File: src/rtl/core/two_state_turing_machine_runner_top_assert.svh
// assertion macros for the turing machine runner
// each expects clk and rst_n in the scope of use
`ifndef TWO_STATE_TURING_MACHINE_RUNNER_TOP_ASSERT_SVH
`define TWO_STATE_TURING_MACHINE_RUNNER_TOP_ASSERT_SVH

// condition that must hold at every edge out of reset
`define TSTM_ASSERT_ALWAYS(lbl, expr, msg) \
    lbl: assert property (@(posedge clk) disable iff (!rst_n) (expr)) \
        else $error(msg);

// consequent must hold in the same cycle as the antecedent
`define TSTM_ASSERT_SAME(lbl, ante, cons, msg) \
    lbl: assert property (@(posedge clk) disable iff (!rst_n) (ante) |-> (cons)) \
        else $error(msg);

// consequent must hold in the cycle after the antecedent
`define TSTM_ASSERT_NEXT(lbl, ante, cons, msg) \
    lbl: assert property (@(posedge clk) disable iff (!rst_n) (ante) |=> (cons)) \
        else $error(msg);

`endif

File: src/rtl/core/tstm_pkg.sv
`timescale 1ns / 1ps

package tstm_pkg;

    typedef struct packed {
        logic [4:0] action_a_zero;
        logic [4:0] action_a_one;
        logic [4:0] action_b_zero;
        logic [4:0] action_b_one;
    } prog_item_t;

    typedef struct packed {
        logic [31:0] run_number;
        logic [5:0]  last_a_step;
        logic [5:0]  last_b_step;
        logic        reported;
        logic        status;
    } res_item_t;

    // controller to datapath
    typedef struct packed {
        logic init;
        logic step;
        logic exec;
        logic load_out;
    } dp_cmd_t;

    // datapath to controller
    typedef struct packed {
        logic limit;
        logic halt;
        logic undef;
    } dp_status_t;

    localparam int BOUND_W = 6;
    localparam int MARK_OUT_W = 6;

    // next-state codes in an action word
    localparam logic [2:0] NEXT_A    = 3'd0;
    localparam logic [2:0] NEXT_B    = 3'd1;
    localparam logic [2:0] NEXT_HALT = 3'd7;

    localparam logic MS_A = 1'b0;
    localparam logic MS_B = 1'b1;

    // register indexes
    localparam logic [0:0] REG_LOWER = 1'b0;
    localparam logic [0:0] REG_UPPER = 1'b1;

    localparam logic [BOUND_W-1:0] LOWER_RESET = 6'd2;
    localparam logic [BOUND_W-1:0] UPPER_RESET = 6'd20;

endpackage

File: src/rtl/core/two_state_turing_machine_runner_top.sv
// the result becomes valid once the run halts, enters an undefined state or hits the step limit
// a new program is taken only after the last result is loaded; a held result delays the next
// each step passes through a read state and an execute state on the tape ram
// the tape needs no clearing pass: cells outside the range written in this run read as 0
// reset: bounds return to 2 and 20, run counter to 0, controller to idle, no result held
`timescale 1ns / 1ps

`include "two_state_turing_machine_runner_top_assert.svh"

module two_state_turing_machine_runner_top #(
    parameter int MAX_STEPS  = 40,
    parameter int TAPE_CELLS = 90
) (
    input  logic                 clk,
    input  logic                 rst_n,
    input  logic                 prog_valid,
    output logic                 prog_stall,
    input  tstm_pkg::prog_item_t prog,
    output logic                 res_valid,
    input  logic                 res_stall,
    output tstm_pkg::res_item_t  res,
    input  logic                 psel,
    input  logic                 penable,
    input  logic                 pwrite,
    input  logic [2:0]           paddr,
    input  logic [31:0]          pwdata,
    output logic [31:0]          prdata,
    output logic                 pready
);

    logic [tstm_pkg::BOUND_W-1:0] lower_reg;
    logic [tstm_pkg::BOUND_W-1:0] upper_reg;
    logic                         cfg_write;
    logic [0:0]                   reg_index;

    tstm_pkg::dp_cmd_t    cmd;
    tstm_pkg::dp_status_t dp_status;

    assign pready    = 1'b1;
    assign cfg_write = psel && penable && pwrite;
    assign reg_index = paddr[2];

    always_ff @(posedge clk or negedge rst_n)
    begin
        if (!rst_n)
        begin
            lower_reg <= tstm_pkg::LOWER_RESET;
            upper_reg <= tstm_pkg::UPPER_RESET;
        end
        else if (cfg_write)
        begin
            case (reg_index)
                tstm_pkg::REG_LOWER: lower_reg <= pwdata[tstm_pkg::BOUND_W-1:0];
                tstm_pkg::REG_UPPER: upper_reg <= pwdata[tstm_pkg::BOUND_W-1:0];
                default:             lower_reg <= lower_reg;
            endcase
        end
    end

    always_comb
    begin
        case (reg_index)
            tstm_pkg::REG_LOWER: prdata = 32'(lower_reg);
            tstm_pkg::REG_UPPER: prdata = 32'(upper_reg);
            default:             prdata = '0;
        endcase
    end

    tstm_ctrl u_ctrl (
        .clk        (clk),
        .rst_n      (rst_n),
        .prog_valid (prog_valid),
        .prog_stall (prog_stall),
        .res_valid  (res_valid),
        .res_stall  (res_stall),
        .cmd        (cmd),
        .status     (dp_status)
    );

    tstm_datapath #(
        .MAX_STEPS  (MAX_STEPS),
        .TAPE_CELLS (TAPE_CELLS)
    ) u_datapath (
        .clk         (clk),
        .rst_n       (rst_n),
        .cmd         (cmd),
        .status      (dp_status),
        .prog        (prog),
        .bound_lo    (lower_reg),
        .bound_hi    (upper_reg),
        .res         (res)
    );

    `TSTM_ASSERT_ALWAYS(a_cmd_onehot, $onehot0(cmd), "more than one datapath command")
    `TSTM_ASSERT_NEXT(a_busy_after_accept, prog_valid && !prog_stall, prog_stall,
                      "not busy after taking a program")
    `TSTM_ASSERT_NEXT(a_load_gives_result, cmd.load_out, res_valid,
                      "result not shown after load")
    `TSTM_ASSERT_NEXT(a_limit_skips_exec, cmd.step && dp_status.limit, !cmd.exec,
                      "step executed past the limit")

endmodule

File: src/rtl/core/tstm_ram.sv
`timescale 1ns / 1ps

module tstm_ram #(
    parameter int WIDTH = 1,
    parameter int DEPTH = 90
) (
    input  logic                     clk,
    input  logic                     we,
    input  logic [$clog2(DEPTH)-1:0] waddr,
    input  logic [WIDTH-1:0]         wdata,
    input  logic [$clog2(DEPTH)-1:0] raddr,
    output logic [WIDTH-1:0]         rdata
);

    logic [WIDTH-1:0] mem [DEPTH];

    always_ff @(posedge clk)
    begin
        if (we)
        begin
            mem[waddr] <= wdata;
        end
        rdata <= mem[raddr];
    end

endmodule

File: src/rtl/core/tstm_datapath.sv
`timescale 1ns / 1ps

module tstm_datapath #(
    parameter int MAX_STEPS  = 40,
    parameter int TAPE_CELLS = 90
) (
    input  logic                             clk,
    input  logic                             rst_n,
    input  tstm_pkg::dp_cmd_t                cmd,
    output tstm_pkg::dp_status_t             status,
    input  tstm_pkg::prog_item_t             prog,
    input  logic [tstm_pkg::BOUND_W-1:0]     bound_lo,
    input  logic [tstm_pkg::BOUND_W-1:0]     bound_hi,
    output tstm_pkg::res_item_t              res
);

    localparam int HEAD_W = $clog2(TAPE_CELLS);
    localparam int STEP_W = $clog2(MAX_STEPS + 2);
    localparam int DISP_W = $clog2(MAX_STEPS + 1) + 1;
    localparam int SPAN_W = (DISP_W + 1 > $clog2(TAPE_CELLS) + 1) ?
                            DISP_W + 1 : $clog2(TAPE_CELLS) + 1;
    localparam int CMP_W  = (STEP_W > tstm_pkg::BOUND_W) ? STEP_W : tstm_pkg::BOUND_W;

    localparam logic [HEAD_W-1:0] HEAD_START = HEAD_W'(TAPE_CELLS / 2);
    localparam logic [HEAD_W-1:0] HEAD_LAST  = HEAD_W'(TAPE_CELLS - 1);

    tstm_pkg::prog_item_t prog_reg;
    tstm_pkg::res_item_t  res_reg;

    logic [31:0]              run_cnt_reg;
    logic [STEP_W-1:0]        step_reg;
    logic [STEP_W-1:0]        a_mark_reg;
    logic [STEP_W-1:0]        b_mark_reg;
    logic                     mstate_reg;
    logic [HEAD_W-1:0]        head_reg;
    logic signed [DISP_W-1:0] disp_reg;
    logic signed [DISP_W-1:0] dmin_reg;
    logic signed [DISP_W-1:0] dmax_reg;
    logic                     wr_any_reg;
    logic                     undef_reg;

    logic [STEP_W-1:0]        step_next;
    logic                     limit;
    logic signed [DISP_W:0]   spread;
    logic                     tape_full;
    logic                     disp_seen;
    logic                     cell_bit;
    logic                     tape_rdata;
    logic [4:0]               word;
    logic [2:0]               next_st;
    logic                     halt;
    logic                     undef;
    logic [HEAD_W-1:0]        head_next;
    logic signed [DISP_W-1:0] disp_next;
    logic                     a_in;
    logic                     b_in;
    logic                     reported;

    assign step_next = step_reg + STEP_W'(1);
    assign limit     = step_next > STEP_W'(MAX_STEPS);

    // cells written this run form one contiguous run of displacements
    assign spread    = (DISP_W + 1)'(dmax_reg) - (DISP_W + 1)'(dmin_reg);
    assign tape_full = SPAN_W'(spread) >= $signed(SPAN_W'(TAPE_CELLS - 1));
    assign disp_seen = (disp_reg >= dmin_reg) && (disp_reg <= dmax_reg);
    assign cell_bit  = (wr_any_reg && (tape_full || disp_seen)) ? tape_rdata : 1'b0;

    always_comb
    begin
        case ({mstate_reg, cell_bit})
            2'b00:   word = prog_reg.action_a_zero;
            2'b01:   word = prog_reg.action_a_one;
            2'b10:   word = prog_reg.action_b_zero;
            2'b11:   word = prog_reg.action_b_one;
            default: word = prog_reg.action_a_zero;
        endcase
    end

    assign next_st = word[4:2];
    assign halt    = next_st == tstm_pkg::NEXT_HALT;
    assign undef   = !(next_st inside {tstm_pkg::NEXT_A, tstm_pkg::NEXT_B,
                                       tstm_pkg::NEXT_HALT});

    always_comb
    begin
        if (word[1])
        begin
            head_next = (head_reg == HEAD_LAST) ? '0 : head_reg + HEAD_W'(1);
            disp_next = disp_reg + DISP_W'(1);
        end
        else
        begin
            head_next = (head_reg == '0) ? HEAD_LAST : head_reg - HEAD_W'(1);
            disp_next = disp_reg - DISP_W'(1);
        end
    end

    assign status.limit = limit;
    assign status.halt  = halt;
    assign status.undef = undef;

    tstm_ram #(
        .WIDTH (1),
        .DEPTH (TAPE_CELLS)
    ) u_tape (
        .clk   (clk),
        .we    (cmd.exec),
        .waddr (head_reg),
        .wdata (word[0]),
        .raddr (head_reg),
        .rdata (tape_rdata)
    );

    assign a_in = (CMP_W'(bound_lo) <= CMP_W'(a_mark_reg)) &&
                  (CMP_W'(a_mark_reg) < CMP_W'(bound_hi));
    assign b_in = (CMP_W'(bound_lo) <= CMP_W'(b_mark_reg)) &&
                  (CMP_W'(b_mark_reg) < CMP_W'(bound_hi));
    assign reported = !undef_reg && (a_mark_reg != '0) && (b_mark_reg != '0) &&
                      (a_in || b_in);

    always_ff @(posedge clk or negedge rst_n)
    begin
        if (!rst_n)
        begin
            run_cnt_reg <= '0;
            step_reg    <= '0;
            a_mark_reg  <= '0;
            b_mark_reg  <= '0;
            mstate_reg  <= tstm_pkg::MS_A;
            head_reg    <= HEAD_START;
            disp_reg    <= '0;
            dmin_reg    <= '0;
            dmax_reg    <= '0;
            wr_any_reg  <= 1'b0;
            undef_reg   <= 1'b0;
        end
        else if (cmd.init)
        begin
            run_cnt_reg <= run_cnt_reg + 32'd1;
            step_reg    <= '0;
            a_mark_reg  <= '0;
            b_mark_reg  <= '0;
            mstate_reg  <= tstm_pkg::MS_A;
            head_reg    <= HEAD_START;
            disp_reg    <= '0;
            dmin_reg    <= '0;
            dmax_reg    <= '0;
            wr_any_reg  <= 1'b0;
            undef_reg   <= 1'b0;
        end
        else if (cmd.step)
        begin
            step_reg <= step_next;
            if (!limit)
            begin
                if (mstate_reg == tstm_pkg::MS_A)
                begin
                    a_mark_reg <= step_next;
                end
                else
                begin
                    b_mark_reg <= step_next;
                end
            end
        end
        else if (cmd.exec)
        begin
            head_reg   <= head_next;
            disp_reg   <= disp_next;
            wr_any_reg <= 1'b1;
            if (!wr_any_reg)
            begin
                dmin_reg <= disp_reg;
                dmax_reg <= disp_reg;
            end
            else
            begin
                if (disp_reg < dmin_reg)
                begin
                    dmin_reg <= disp_reg;
                end
                if (disp_reg > dmax_reg)
                begin
                    dmax_reg <= disp_reg;
                end
            end
            if (undef)
            begin
                undef_reg <= 1'b1;
            end
            else if (!halt)
            begin
                mstate_reg <= next_st[0];
            end
        end
    end

    always_ff @(posedge clk)
    begin
        if (cmd.init)
        begin
            prog_reg <= prog;
        end
        if (cmd.load_out)
        begin
            res_reg.run_number  <= run_cnt_reg;
            res_reg.last_a_step <= tstm_pkg::MARK_OUT_W'(CMP_W'(a_mark_reg));
            res_reg.last_b_step <= tstm_pkg::MARK_OUT_W'(CMP_W'(b_mark_reg));
            res_reg.reported    <= reported;
            res_reg.status      <= undef_reg;
        end
    end

    assign res = res_reg;

endmodule

File: src/rtl/core/tstm_ctrl.sv
`timescale 1ns / 1ps

module tstm_ctrl (
    input  logic                 clk,
    input  logic                 rst_n,
    input  logic                 prog_valid,
    output logic                 prog_stall,
    output logic                 res_valid,
    input  logic                 res_stall,
    output tstm_pkg::dp_cmd_t    cmd,
    input  tstm_pkg::dp_status_t status
);

    typedef enum logic [1:0] {
        S_IDLE,
        S_STEP,
        S_EXEC,
        S_FINISH
    } state_t;

    state_t state_reg;
    logic   res_valid_reg;
    logic   slot_free;

    // output register can take a new item when empty or being drained
    assign slot_free = !res_valid_reg || !res_stall;

    assign prog_stall   = state_reg != S_IDLE;
    assign res_valid    = res_valid_reg;

    assign cmd.init     = (state_reg == S_IDLE) && prog_valid;
    assign cmd.step     = state_reg == S_STEP;
    assign cmd.exec     = state_reg == S_EXEC;
    assign cmd.load_out = (state_reg == S_FINISH) && slot_free;

    always_ff @(posedge clk or negedge rst_n)
    begin
        if (!rst_n)
        begin
            state_reg     <= S_IDLE;
            res_valid_reg <= 1'b0;
        end
        else
        begin
            if ((state_reg == S_FINISH) && slot_free)
            begin
                res_valid_reg <= 1'b1;
            end
            else if (res_valid_reg && !res_stall)
            begin
                res_valid_reg <= 1'b0;
            end
            case (state_reg)
                S_IDLE:
                begin
                    if (prog_valid)
                    begin
                        state_reg <= S_STEP;
                    end
                end
                S_STEP:
                begin
                    if (status.limit)
                    begin
                        state_reg <= S_FINISH;
                    end
                    else
                    begin
                        state_reg <= S_EXEC;
                    end
                end
                S_EXEC:
                begin
                    if (status.halt || status.undef)
                    begin
                        state_reg <= S_FINISH;
                    end
                    else
                    begin
                        state_reg <= S_STEP;
                    end
                end
                S_FINISH:
                begin
                    if (slot_free)
                    begin
                        state_reg <= S_IDLE;
                    end
                end
                default:
                begin
                    state_reg <= S_IDLE;
                end
            endcase
        end
    end

endmodule

File: config.mk
export PLATFORM = sky130hd
export DESIGN_NAME = two_state_turing_machine_runner_top
export DESIGN_NICKNAME = d
export VERILOG_FILES = /design/src/rtl/core/tstm_pkg.sv /design/src/rtl/core/two_state_turing_machine_runner_top.sv /design/src/rtl/core/tstm_ram.sv /design/src/rtl/core/tstm_datapath.sv /design/src/rtl/core/tstm_ctrl.sv
export VERILOG_INCLUDE_DIRS = /design/src /design/src/rtl/core
export SDC_FILE = /design/constraint.sdc
export NUM_CORES = 1
export LEC_CHECK = 0
export ABC_AREA = 1
export BUFFER_PORTS_ARGS = -buffer_cell sky130_fd_sc_hd__buf_2
export CAP_MARGIN = 20
export CORE_MARGIN = 3
export CORE_UTILIZATION = 45
export CTS_BUF_LIST = sky130_fd_sc_hd__clkbuf_4 sky130_fd_sc_hd__clkbuf_8
export CTS_CLUSTER_DIAMETER = 60
export CTS_CLUSTER_SIZE = 40
export DETAILED_ROUTE_END_ITERATION = 10
export HOLD_SLACK_MARGIN = 0.03
export PLACE_DENSITY_LB_ADDON = 0.08
export SLEW_MARGIN = 20
export SYNTH_ARGS = -nofsm -noshare
export SYNTH_HDL_FRONTEND = slang
export SYNTH_SLANG_ARGS = --single-unit
export TNS_END_PERCENT = 10
File: constraint.sdc
create_clock -name clk -period 6.9 [get_ports clk]
set_clock_uncertainty 0.1 [all_clocks]
set_input_delay 1.035 -clock clk [delete_from_list [all_inputs] [get_ports clk]]
set_output_delay 1.035 -clock clk [all_outputs]
set_load 0.03 [all_outputs]
==> Yosys cells after proc, flatten, opt, wreduce, memory -nomap -nowiden <==
Memory sizes are Yosys's and may differ from the RTL's. A register that Yosys moved wholly into a read port is not among the register bits.
Index checks and enable logic that the tools add are counted.
{ "classes": {"eq_ne": 18, "add_sub_neg": 7, "n_reduce_logical": 43, "order_cmp": 10, "n_mux": 54, "bitwise_logic": 1} }
{ "ops": {"columns": ["operator", "n"], "rows": [
  ["$mux 7", 20],
  ["$pmux 32 s2", 1],
  ["$mux 6", 10],
  ["$add 32x1->32 const B", 1],
  ["$pmux 5 s4", 1],
  ["$mux 1", 18],
  ["$reduce_and 3->1", 5],
  ["$le 6x6->1", 2],
  ["$logic_and 1x1->1", 12],
  ["$lt 6x6->1", 2],
  ["$reduce_bool 2->1", 6],
  ["$reduce_bool 6->1", 2],
  ["$ne 2x2->1 const B", 5],
  ["$eq 2x2->1 const B", 4],
  ["$ge 8x8->1 const B", 1],
  ["$pmux 2 s4", 1],
  ["$reduce_and 2->1", 4],
  ["$sub 7x7->8", 1],
  ["$add 7x1->7 const B", 1],
  ["$add 7x2->7 const B", 1],
  ["$eq 7x7->1 const B", 1],
  ["$ge 7x7->1", 1],
  ["$gt 7x7->1", 1],
  ["$le 7x7->1", 1],
  ["other kinds (19)", 31]
]} }
{ "word_totals": {"memories": 1, "out_inout_bits": 81, "word_cells": 158, "mem_bits_rw": 90, "input_bits": 62, "regBits": 162} }
{ "mem_list": {"columns": ["memory", "words", "word_bits", "rd", "rd_ports_with_merged_regs", "write_ports", "line_no", "source"], "rows": [
  ["u_datapath.u_tape.mem", 90, 1, 1, 1, 1, "tstm_ram.sv:15", "logic [WIDTH-1:0] mem [DEPTH];"]
]} }

==> Depth between registers and ports, before layout <==
Gate-level depths: netlist of run 1.
{ "depth": {"ltp_word": 13, "ltp_mapped": 27, "mapped_depth_nobuf": 27} }

==> Modules after synthesis <==
A second synthesis of run 1 with hierarchy kept.
{ "hier_totals": {"hier_cells": 1374, "hier_area_um2": 12842.3} }
{ "by_module_without_submodules": {"columns": ["mod", "area_each_um2", "cells_per_inst", "seq_area_each_um2", "instances"], "rows": [
  ["tstm_datapath", 7658.6, 803, 4013.8, 1],
  ["tstm_ram", 4217.8, 439, 2722.6, 1],
  ["two_state_turing_machine_runner_top", 783.3, 104, 304.0, 1],
  ["tstm_ctrl", 182.7, 28, 75.1, 1]
]} }

==> Least setup slack after synthesis of run 1 <==
No wires, ideal clock.
{ "synth_timing": {"kind": "flip-flop to flip-flop", "start": "register u_datapath.dmax_reg[0]", "end": "memory u_datapath.u_tape.mem[0] (data pin)", "synth_period_minus_slack_ps": 5289, "arrival_time_ps": 4446, "slack_ps": 1611, "n_path_buf": 0, "t_required_ps": 6057, "stages_incl_launch_ff": 14, "setup_ps": 743, "cell_sequence": "dfrtp_1 -> inv_1 -> ha_1 -> inv_1 -> fa_1 -> xnor2_1 -> nand2_1 -> nand3_1 -> o21ai_2 -> nand2_2 -> nand2_4 -> nand2_8 -> o21ai_0 -> a31oi_1"} }
{ "synth_via": {"elab_chain_len": 7, "word_cells_on_any_way": 12, "cone_classes": "add/sub: 1; order compare: 2; eq/ne: 3; mux: 2; reduce/logical: 4"} }
{ "synth_lines": {"columns": ["item", "line_no", "source"], "rows": [
  ["start: declaration", "tstm_datapath.sv:38", "logic signed [DISP_W-1:0] dmax_reg;"],
  ["start signal: assignment", "tstm_datapath.sv:174", "dmax_reg <= disp_reg;"],
  ["start signal: assignment", "tstm_datapath.sv:184", "dmax_reg <= disp_reg;"],
  ["$sub 7x7->8 or $le 7x7->1 (tied branches)", "tstm_datapath.sv:63, tstm_datapath.sv:65", null],
  ["$ge 8x8->1 or $logic_and 1x1->1 (tied branches)", "tstm_datapath.sv:64, tstm_datapath.sv:65", null],
  ["$logic_or 1x1->1 *", "tstm_datapath.sv:66", "assign cell_bit = (wr_any_reg && (tape_full || disp_seen)) ? tape_rdata : 1'b0;"],
  ["$logic_and 1x1->1 *", "tstm_datapath.sv:66", null],
  ["$mux 1 *", "tstm_datapath.sv:66", null],
  ["$eq 2x2->1, or another cell as far along", "tstm_datapath.sv:70", "case ({mstate_reg, cell_bit})"],
  ["$pmux 5 s4 *", "tstm_datapath.sv:70", null],
  ["via u_datapath.u_tape.wdata", "tstm_ram.sv:10", "input logic [WIDTH-1:0] wdata,"],
  ["end: declaration", "tstm_ram.sv:15", null]
]} }
Mark *: on every way through the listed nets, which the timed path passes. The rest lies on a longest branch.

==> Worst setup path after layout of run 1 <==
{ "layout_timing": {"start": "register u_datapath.dmax_reg[0]", "end": "register u_datapath.disp_reg[6]"} }
{ "layout_via": {"elab_chain_len": 11, "word_cells_on_any_way": 16, "cone_classes": "add/sub: 1; order compare: 2; eq/ne: 3; mux: 6; reduce/logical: 4"} }
{ "layout_lines": {"columns": ["item", "line_no", "source"], "rows": [
  ["$sub 7x7->8 or $le 7x7->1 (tied branches)", "tstm_datapath.sv:63, tstm_datapath.sv:65", null],
  ["$ge 8x8->1 or $logic_and 1x1->1 (tied branches)", "tstm_datapath.sv:64, tstm_datapath.sv:65", null],
  ["$logic_or 1x1->1 *", "tstm_datapath.sv:66", null],
  ["$logic_and 1x1->1 *", "tstm_datapath.sv:66", null],
  ["$mux 1 *", "tstm_datapath.sv:66", null],
  ["$eq 2x2->1, or another cell as far along", "tstm_datapath.sv:70", null],
  ["$pmux 5 s4 *", "tstm_datapath.sv:70", null],
  ["$mux 7 *", "tstm_datapath.sv:86", "if (word[1])"],
  ["$mux 7 *", "tstm_datapath.sv:166", "else if (cmd.exec)"],
  ["$mux 7 *", "tstm_datapath.sv:151", "else if (cmd.step)"],
  ["$mux 7 *", "tstm_datapath.sv:137", "else if (cmd.init)"],
  ["end signal: assignment", "tstm_datapath.sv:169", "disp_reg <= disp_next;"],
  ["end: declaration", "tstm_datapath.sv:36", "logic signed [DISP_W-1:0] disp_reg;"]
]} }
Mark *: on every way between the ends. The rest lies on a longest branch, timed or not. The select of a mux whose other input is x is not followed.
A chain may end at the register's enable or synchronous reset.

==> run metrics, run 1 <==
status=completed; largest net degree at the start of global routing=roughly 90; Synth Flop Type=edfxtp_1; Layout area overhead=10.8%; remaining global-route overflow=0; via count=8472; Mapped Area=12300 µm²; initial antenna violation count=0; ANT cells=0; critical path type=reg -> reg; RSZ-0062 raised after global routing=no; Final Wtd Congestion=just over 0.8; synthesis-stage register bit count=253; Compound-Gate Fraction of Synth Area=0.0777; ratio of cells with drive above 1 in the final layout=0.138; Pleak=5.78 nW; Tightest Pin Transition=approximately 960 ps; remaining antenna violation count after routing=0; Sum Neg Setup Slack=0 ps; post-CTS sizing=0; max_cap viols=0; Worst EP required=around 7300 ps; max reg flops=90; Post-route DRC=0; starting density of the core=0.465; Final Cell Area=about 14000 µm²; largest cells by area after synthesis=edfxtp_1, dfrtp_1, nand2_1; Clock Sinks=roughly 250; final hold vios=0; Synth Area in Adders=0.0582; drt pass-1 iters=5; DR iter-0 viols=556; routed length per placed instance=~16 µm; Cell Pwr Density=about 420 nW/µm²; FF+latch area=~7000 µm²; number of setup buffers added after CTS=0; core area=about 26000 µm²; I/O Buffers=just under 90; register area share after synthesis=0.579; Avg Synthesized Cell Area=10.1 µm²; final setup fails=0; Rows=59; Worst-path clk slew=between 100 and 150 ps; root buffer cell=clkbuf_8; Clock Path Buffers=3; EDFF count, synth=~160; worst hold path type=in -> async; CTS tree=done; hold-fix buffers at CTS=0; Skew-Pair Late Insertion Delay=roughly 590 ps; yosys warns=0; total track usage=0.186; Filler Cell Count=roughly 2500; # IOs=~140; Slew Limit Fails=0; dpl cell area=13000 µm²; Synth Area in Simple Gates=0.194; CTS H-tree depth=1; worst relative slew slack=0.361; Die Span Y=between 150 and 200 µm; largest area contributor in the netlist=edfxtp_1; Nets=about 1400; minimum clock period=around 4400 ps; vias in the first global route=between 8000 and 9000; Peak VDD IR=between 0.00015 and 0.0002 V; Mapped Cells=around 1200; post-DP HPWL=approximately 18000 µm; Reg2Reg Setup Slack=2510 ps; Netlist cell types=54; crit-path max FO=13; CTS buffer count=23; largest family of logic cells by synthesized area=simple AND/OR/NAND/NOR gates; CP arrival=4780 ps; footprint of the multi-input gates=~4500 µm²; Synth Area in XOR/XNOR=0.0256; period utilization=0.637; top-area cell type share of the netlist area=0.381; first-pass GRT wire length=43800 µm; Setup crit start kind=register; Vias/cell=5.08; Die X=about 170 µm; Worst setup EP type=register; Synth async-reset ratio=0.379; max frequency=roughly 230 MHz; mux cell area share after synthesis=0; final WL=about 27000 µm; die area=29400 µm²
worst max-delay path, stage by stage (launching register included):
cell,delay (ps)
dfrtp_1,410
inv_1,80
ha_1,140
inv_1,60
fa_1,430
nand3_1,130
nand2_1,60
nand2_1,50
nand2_1,60
o21ai_2,140
nand2_2,90
nand2_4,130
nand2_8,90
nand2_4,100
or2_0,610
nand2_8,180
ha_1,350
a21o_1,160
a31oi_1,180
nor2_1,80
nor2_1,90
o21bai_1,80
xor2_1,160
nand3b_1,170
nand3_1,120
nand2_1,50
cell usage in the layout, fill, tap and decap left out, types with 9 or more instances in the layout:
| cell type | netlist | routed |
|---|---|---|
| nand2_1 | 248 | 248 |
| edfxtp_1 | 156 | 156 |
| nor2_1 | 151 | 150 |
| inv_1 | 125 | 125 |
| dfrtp_1 | 89 | 89 |
| buf_2 | 6 | 86 |
| o21ai_0 | 59 | 59 |
| ha_1 | 54 | 54 |
| nand3_1 | 53 | 53 |
| nand4_1 | 32 | 32 |
| conb_1 | 2 | 27 |
| xor2_1 | 23 | 23 |
| clkbuf_8 | 0 | 23 |
| a21oi_1 | 21 | 21 |
| xnor2_1 | 13 | 13 |
| a22oi_1 | 13 | 13 |
| nor3_1 | 12 | 12 |
| a221oi_1 | 10 | 10 |
| buf_4 | 27 | 10 |
| o21ai_1 | 9 | 9 |
stage by stage:
step                       util  instances  setup WS [ps]  hold slack (ps)  total power [mW]
after CTS                 0.516       1667           2470              347              5.75
after global placement    0.493       1625           2490              338              4.62
final                     0.516       1667           2510              351              5.69
after global routing      0.516       1667           2010              367              6.16
after detailed placement  0.493       1625           2470              336              4.65
after floorplan               -       1247           1610              325              4.02
cell usage after synthesis, types with 3 or more instances:
cell and count:
o21ai_2 4, o22ai_1 6, a221oi_1 10, inv_1 125, dfstp_2 7, xor2_1 23, edfxtp_1 156, a21oi_1 21
nor3_2 3, nor2_2 3, ha_1 54, a22oi_1 13, nand2_1 248, or2_2 3, inv_2 4, nand3b_1 5
nor3_1 12, xnor2_1 13, clkbuf_1 18, nor4_1 3, nand4_1 32, o21ai_1 9, o21a_1 8, o21bai_1 4
a22o_1 7, a21o_1 4, nand2_2 8, buf_2 6, nor2_1 151, nand3_1 53, nor4_2 4, dfrtp_1 89
a31oi_1 3, o21ai_0 59, or2_1 3, buf_4 27
final timing paths:
path,depth (start not counted),from,end
max in group asynchronous,2,rst_n,u_datapath.dmin_reg[3]$_DFFE_PN0P_
worst min register to register,0,u_datapath.run_cnt_reg[30]$_DFFE_PN0P_,u_datapath.res[44]$_DFFE_PP_
worst max register to register,25,u_datapath.dmax_reg[0]$_DFFE_PN0P_,u_datapath.disp_reg[6]$_DFFE_PN0P_
worst max-delay path,25,u_datapath.dmax_reg[0]$_DFFE_PN0P_,u_datapath.disp_reg[6]$_DFFE_PN0P_
worst min-delay path,1,rst_n,lower_reg[5]$_DFFE_PN0P_
min in group clk,0,u_datapath.run_cnt_reg[30]$_DFFE_PN0P_,u_datapath.res[44]$_DFFE_PP_
cells by family (layout without fill, tap and decap cells):
logic type | Yosys count | after routing
adder cells (fa/ha/maj) | 56 | 56
flip-flops | 253 | 253
XOR/XNOR | 36 | 36
other | 2 | 27
AND/OR/NAND/NOR | 538 | 538
buffers and inverters | 183 | 268
AO/OA/AOI/OAI | 154 | 154
layout make-up:
class,count,share of cell area
clock buffers,23,0.0232
clock inverters,19,0.0208
inverters,130,0.0358
multi-input cells,811,0.330
flip-flops and latches,253,0.522
well taps,335,0.0308
repair buffers,96,0.0371
power breakdown:
group	total [mW]	internal, mW	leakage (nW)	switching (mW)
Combinational	2.37	0.762	2.85	1.61
Sequential	2.24	2.02	2.64	0.213
Clock	1.08	0.426	0.293	0.656
Total	5.69	3.21	5.78	2.48
metal layers:
metal | GRT usage | vias up | routed length (µm)
met4 | 0.0511 | 0 | 646
met1 | 0.246 | 4015 | 12300
met2 | 0.325 | 153 | 13200
li1 | - | 4267 | -
met3 | 0.0237 | 37 | 1040
met5 | 0 | - | 0
Power figures use the tool's default switching activity.
==> run 2: changes to the inputs <==
--- a/config.mk
+++ b/config.mk
@@ -6,7 +6,7 @@
 export SDC_FILE = /design/constraint.sdc
 export NUM_CORES = 1
 export LEC_CHECK = 0
-export ABC_AREA = 1
+export ABC_AREA = 0
 export BUFFER_PORTS_ARGS = -buffer_cell sky130_fd_sc_hd__buf_2
 export CAP_MARGIN = 20
 export CORE_MARGIN = 3
==> constraint.sdc (replaced) <==
create_clock -name clk -period 3.65 [get_ports clk]
set_clock_uncertainty 0.1 [all_clocks]
set_input_delay 0.5475 -clock clk [delete_from_list [all_inputs] [get_ports clk]]
set_output_delay 0.5475 -clock clk [all_outputs]
set_load 0.03 [all_outputs]
==> run 2 against run 1 <==
  * The flow now finishes with violations (setup timing)
  * Maximum frequency grew 3.4%
  * Largest cell class unchanged
  * First-iteration DRC count fell by 2.7%
  * Highest routed layer unchanged
  * Combinational power grew to 2.6 times the previous value
  * Global-route usage about the same
  * Hold slack worse by 250 ps
  * Register-to-register slack worse by 3100 ps
  * Total power rose by 120%
  * Non-clock buffer count rose by 95
  * Critical endpoint unchanged
  * Cell area up 5.7%
  * Utilization is 2.9 points higher
  * Critical path type unchanged
  * Final cell count is 6.1% lower
==> run metrics, run 2 <==
count leader, synth=edfxtp_1; die area=slightly below 30000 µm²; CTS tree=done; Slew Limit Fails=0; synthesis-stage register bit count=253; remaining antenna violation count after routing=0; Setup crit start kind=register; RSZ-0062 raised after global routing=yes; worst path cell trace=inv_1 > ha_2 > inv_2 > fa_2 > a21o_1 > a221oi_2 > mux2i_1 > o21ai_2 > and2_4 > a311oi_2 > and2_4 > inv_6 > fa_2 > a21o_1 > a21oi_2 > o21bai_1 > a21oi_1 > inv_1 > a21oi_2 > and4b_1 > a211o_1; largest net degree at the start of global routing=91; Post-synth top cells=edfxtp_1, nor2_1, nand2_1; via count=8231; Skew-Pair Late Insertion Delay=just under 600 ps; I/O Buffers=between 80 and 90; Clock Sinks=253; max_cap viols=0; footprint of the multi-input gates=roughly 4800 µm²; DR iter-0 viols=541; max frequency=about 240 MHz; # IOs=around 140; DP Cell Count=roughly 1500; Clock Path Buffers=3; drt pass-1 iters=5; failing checks=setup timing; non-filler cells in the finished layout=approximately 1600; Worst-path clk slew=between 100 and 150 ps; final worst slack=-598 ps; Post-Place Worst Slack=-667 ps; largest area contributor in the netlist=edfxtp_1; EDFF count, synth=~160; Tightest Pin Transition=a little over 1000 ps; WHS=around 97 ps; largest cells by area after synthesis=edfxtp_1, dfrtp_1, ha_1; final hold vios=0; worst hold path type=in -> reg; Bufs and invs on worst path=4; CP top delay family=compound AO/OA/AOI/OAI gates; max reg flops=90; Peak VDD IR=0.000659 V; root buffer cell=clkbuf_8; period utilization=1.16; Final Cell Area=about 14000 µm²; Synth Flop Type=edfxtp_1; Avg Synthesized Cell Area=approximately 12 µm²; starting density of the core=0.464; Mapped Cells=between 1000 and 1500; dpl cell area=approximately 14000 µm²; CP peak stage delay=around 400 ps; Nets=between 1000 and 1500; register area share after synthesis=0.581; ANT cells=0; Synth async-reset ratio=0.379; Cell Pwr Density=876 nW/µm²; remaining global-route overflow=0; Pleak=roughly 5.8 nW; Final Wtd Congestion=just under 0.8; critical path type=reg -> reg; Post-route DRC=0; status=finished, violations left; final setup fails=4; Filler Cell Count=2336; Die X=approximately 170 µm; ratio of cells with drive above 1 in the final layout=0.235; final WL=26700 µm; Worst setup EP type=register; Sum Neg Setup Slack=-1590 ps; most common cell after layout, fill and taps aside=edfxtp_1; crit-path max FO=4; CP arrival=4620 ps; top-area cell type share of the netlist area=0.382; initial antenna violation count=0; CTS buffer count=22; core area=between 20000 and 30000 µm²; Netlist cell types=69; Crit-path slowest cell=dfrtp_1; Die Span Y=between 150 and 200 µm; CTS H-tree depth=1; Mapped Area=~12000 µm²; Worst EP required=between 4000 and 5000 ps; Power, Total=about 13 mW; Layout area overhead=17.5%; Rows=59; FF+latch area=roughly 7100 µm²; first-pass GRT wire length=43600 µm; routed length per placed instance=about 17 µm; most frequent cells in the layout=edfxtp_1, nor2_1, nand2_1, dfrtp_1, buf_2; vias in the first global route=roughly 8300; worst relative slew slack=0.308; Vias/cell=roughly 5.3; minimum clock period=about 4200 ps; total track usage=0.186; Core Util, Final=0.545; post-DP HPWL=approximately 18000 µm; yosys warns=0
run 2: changes by cell type after synthesis, moves of 12 or more:
| cell | delta |
|---|---|
| nand2_1 | -143 |
| inv_1 | -80 |
| mux2_2 | +29 |
| nand3_1 | -24 |
| mux4_2 | +23 |
| nand4_1 | -18 |
| nor2b_1 | +18 |
| xnor2_1 | +14 |
| nand2b_1 | +13 |
| nor2_1 | -13 |
| a22oi_1 | -12 |
| clkbuf_1 | +12 |
run 2: report_power, final:
| group | leakage (nW) | internal, mW | switching (mW) | total, mW |
|---|---|---|---|---|
| Sequential | 2.67 | 3.96 | 0.487 | 4.45 |
| Combinational | 2.86 | 2.68 | 3.47 | 6.15 |
| Clock | 0.290 | 0.766 | 1.25 | 2.02 |
run 2: timing repair:
item	CTS	global route
pin swaps	6	3
hold buffers	21	0
setup endpoints to repair	4	6
resized for setup	8	1
hold endpoints to repair	61	0
cloned	0	0
setup buffers	4	0
run 2: worst min-delay path, delay by kind of cell:
kind	cells	cell delay [ps]
buf+inv	1	110
simple gates	2	100
run 2: cells by family after synthesis:
family,Yosys count,share of synthesized area
flip-flops,253,0.581
AND/OR/NAND/NOR,369,0.136
AO/OA/AOI/OAI,143,0.0736
multiplexers,63,0.0783
adder cells (fa/ha/maj),56,0.0584
buffers and inverters,110,0.0428
other,2,0.000613
XOR/XNOR,41,0.0293
run 2: area by class of cell:
class                      instances  area share
clock inverter                    15      0.0173
multi-input combinational        699       0.333
sequential                       253       0.494
timing repair buffer             191      0.0909
tap                              335      0.0291
clock buffer                      25      0.0230
inverter                          48      0.0129
run 2: path summary, 6_finish.rpt:
check                                                        from                                     end  slack (ps)  depth (start not counted)
max in group asynchronous                                   rst_n  u_datapath.run_cnt_reg[17]$_DFFE_PN0P_        2280                          3
hold / removal                                          res_stall            u_ctrl.res_valid$_DFFE_PN0P_         100                          3
setup / recovery               u_datapath.dmax_reg[0]$_DFFE_PN0P_      u_datapath.disp_reg[6]$_DFFE_PN0P_        -600                         21
hold reg to reg            u_datapath.run_cnt_reg[31]$_DFFE_PN0P_  u_datapath.run_cnt_reg[31]$_DFFE_PN0P_         390                          1
min in group asynchronous                                   rst_n      u_datapath.dmin_reg[0]$_DFFE_PN0P_         430                          2
setup reg to reg               u_datapath.dmax_reg[0]$_DFFE_PN0P_      u_datapath.disp_reg[6]$_DFFE_PN0P_        -600                         21
run 2: metal layers:
metal	share of wire	track usage
met1	0.46	0.259
met2	0.49	0.313
met3	0.045	0.0256
met4	0.013	0.0395
met5	0	0
==> run 3: changes to the inputs <==
--- a/config.mk
+++ b/config.mk
@@ -17,6 +17,7 @@
 export DETAILED_ROUTE_END_ITERATION = 10
 export HOLD_SLACK_MARGIN = 0.03
 export PLACE_DENSITY_LB_ADDON = 0.08
+export RECOVER_POWER = 100
 export SLEW_MARGIN = 20
 export SYNTH_ARGS = -nofsm -noshare
 export SYNTH_HDL_FRONTEND = slang
==> run 3 against run 2 <==
  * The run ends with capacitance limit, slew limit, setup timing left
  * Utilization fell by 0.52 points
  * Count of clock-buffer cells in the layout unchanged
  * Clock power barely moved
  * Cell area decreased by 0.96%
  * Via count stayed put
  * Register-to-register slack hardly changed
  * Global-route usage unchanged
  * First-iteration DRC count down 6.1%
  * Wire length is 0.23% higher
  * Critical path type unchanged
  * Largest cell class unchanged
  * Highest routed layer unchanged
==> run metrics, run 3 (synthesis results as in run 2) <==
CP peak stage delay=400 ps; Switching Power=~5.2 mW; worst path cell trace=inv_1 > ha_2 > inv_2 > fa_2 > a21o_1 > a221oi_2 > mux2i_1 > o21ai_2 > and2_4 > a311oi_2 > and2_4 > inv_6 > fa_2 > a21o_1 > a21oi_2 > o21bai_1 > a21oi_1 > inv_1 > a21oi_2 > and4b_1 > a211o_1; max_cap viols=2; max frequency=235 MHz; Pleak=about 5.6 nW; post-DP HPWL=between 15000 and 20000 µm; remaining antenna violation count after routing=0; Cell Pwr Density=just under 900 nW/µm²; core area=about 26000 µm²; via count=8231; Sw Ratio=0.417; minimum clock period=~4300 ps; final WL=around 27000 µm; Clock Sinks=253; total track usage=0.186; Rows=59; met2 routed WL=roughly 13000 µm; Layout area overhead=16.4%; wl on met1=12200 µm; failing checks=capacitance limit, slew limit, setup timing; Final Cell Area=14300 µm²; Clock Path Buffers=3; largest net degree at the start of global routing=91; root buffer cell=clkbuf_8; worst hold path type=in -> reg; final setup fails=4; crit-path max FO=4; Worst setup EP type=register; period utilization=1.16; DR iter-0 viols=508; first-pass GRT wire length=~44000 µm; vias in the first global route=8268; CP arrival=around 4600 ps; Vias/cell=5.26; Post-route DRC=0; final worst slack=-600 ps; Worst EP required=approximately 4000 ps; dpl cell area=13600 µm²; Worst-path clk slew=130 ps; Skew-Pair Late Insertion Delay=approximately 580 ps; Filler Cell Count=about 2400; Crit-path slowest cell=dfrtp_1; Internal Power=between 7 and 8 mW; critical path type=reg -> reg; RSZ-0062 raised after global routing=yes; CTS buffer count=22; status=finished, violations left; Nets=around 1300; CTS H-tree depth=1; starting density of the core=0.464; clock share of power=0.161; combinational share of power=0.482; worst relative slew slack=-0.817; final hold vios=0; drt pass-1 iters=5; met3 WL post-DR=around 1200 µm; Tightest Pin Transition=about 2700 ps; Die X=~170 µm; ratio of cells with drive above 1 in the final layout=0.176; remaining global-route overflow=0; routed length per placed instance=17.1 µm; I/O Buffers=87; Slew Limit Fails=between 80 and 90; die area=roughly 30000 µm²; sequential power share=0.357; Final Wtd Congestion=0.785; max reg flops=90; Setup crit start kind=register; Peak VDD IR=between 0.0006 and 0.0007 V; initial antenna violation count=0; CTS tree=done; # IOs=roughly 140; Highest Signal Layer=met4; most frequent cells in the layout=edfxtp_1, nor2_1, nand2_1, dfrtp_1, clkbuf_1; ANT cells=0; Die Span Y=around 170 µm; most common cell after layout, fill and taps aside=edfxtp_1; Core Util, Final=0.540
[run 3: area by class of cell]
cell class / instances / area, µm² / area share
Sequential cell: 253 / 7120 / 0.499
Clock buffer: 25 / 332 / 0.0233
Timing Repair Buffer: 191 / 1170 / 0.0821
Clock inverter: 15 / 249 / 0.0175
Inverter: 48 / 185 / 0.0130
Tap cell: 335 / 419 / 0.0294
Multi-Input combinational cell: 699 / 4790 / 0.336
[run 3: final timing paths]
kind | startpoint | to | slack (ps) | depth (start not counted)
setup / recovery | u_datapath.dmax_reg[0]$_DFFE_PN0P_ | u_datapath.disp_reg[6]$_DFFE_PN0P_ | -600 | 21
hold / removal | res_stall | u_ctrl.res_valid$_DFFE_PN0P_ | 100 | 3
setup reg to reg | u_datapath.dmax_reg[0]$_DFFE_PN0P_ | u_datapath.disp_reg[6]$_DFFE_PN0P_ | -600 | 21
hold reg to reg | u_datapath.run_cnt_reg[31]$_DFFE_PN0P_ | u_datapath.run_cnt_reg[31]$_DFFE_PN0P_ | 390 | 1
max in group asynchronous | rst_n | u_datapath.run_cnt_reg[17]$_DFFE_PN0P_ | 370 | 3
min in group asynchronous | rst_n | u_datapath.dmin_reg[0]$_DFFE_PN0P_ | 1270 | 2
[run 3: power groups by stage]
stage / Sequential, mW / Combinational, mW / Clock (mW)
3_5_place_dp: 4.52 / 6.03 / 0
5_1_grt: 4.55 / 6.72 / 2.18
2_1_floorplan: 4.72 / 3.64 / 0
4_1_cts: 4.46 / 6.19 / 2.08
6_report: 4.46 / 6.02 / 2.01
3_3_place_gp: 4.51 / 5.97 / 0
[run 3: critical path, delay by kind of cell, from the launching register on]
family          cells  cell delay, ps
compound gates     10            1700
flops               1             400
mux                 1             250
buf+inv             4             240
fa+ha+maj           3             880
simple gates        3             600
[run 3: routing by layer]
layer  track usage  up-vias
li1              -     4012
met1         0.259     4037
met2         0.313      152
met3        0.0256       30
met4        0.0395        0
met5             0        -
[run 3: repair_timing]
item / CTS / global route
setup endpoints to repair: 4 / 6
endpoints found under the hold margin: 61 / 0
hold buffers: 21 / 0
pin swaps: 6 / 3
buffers inserted: 4 / 0
gates resized for setup: 8 / 1
[run 3: through the flow]
step           power (mW)  hold WS [ps]  instances  setup TNS [ps]  setup slack, ps
2_1_floorplan        8.36           152       1062           -1040             -601
3_3_place_gp         10.5           365       1501           -1460             -572
3_5_place_dp         10.5           374       1501           -1770             -667
4_1_cts              12.7          64.9       1566           -1690             -622
5_1_grt              13.5          81.6       1566          -17990             -852
6_report             12.5          96.4       1566           -1590             -600
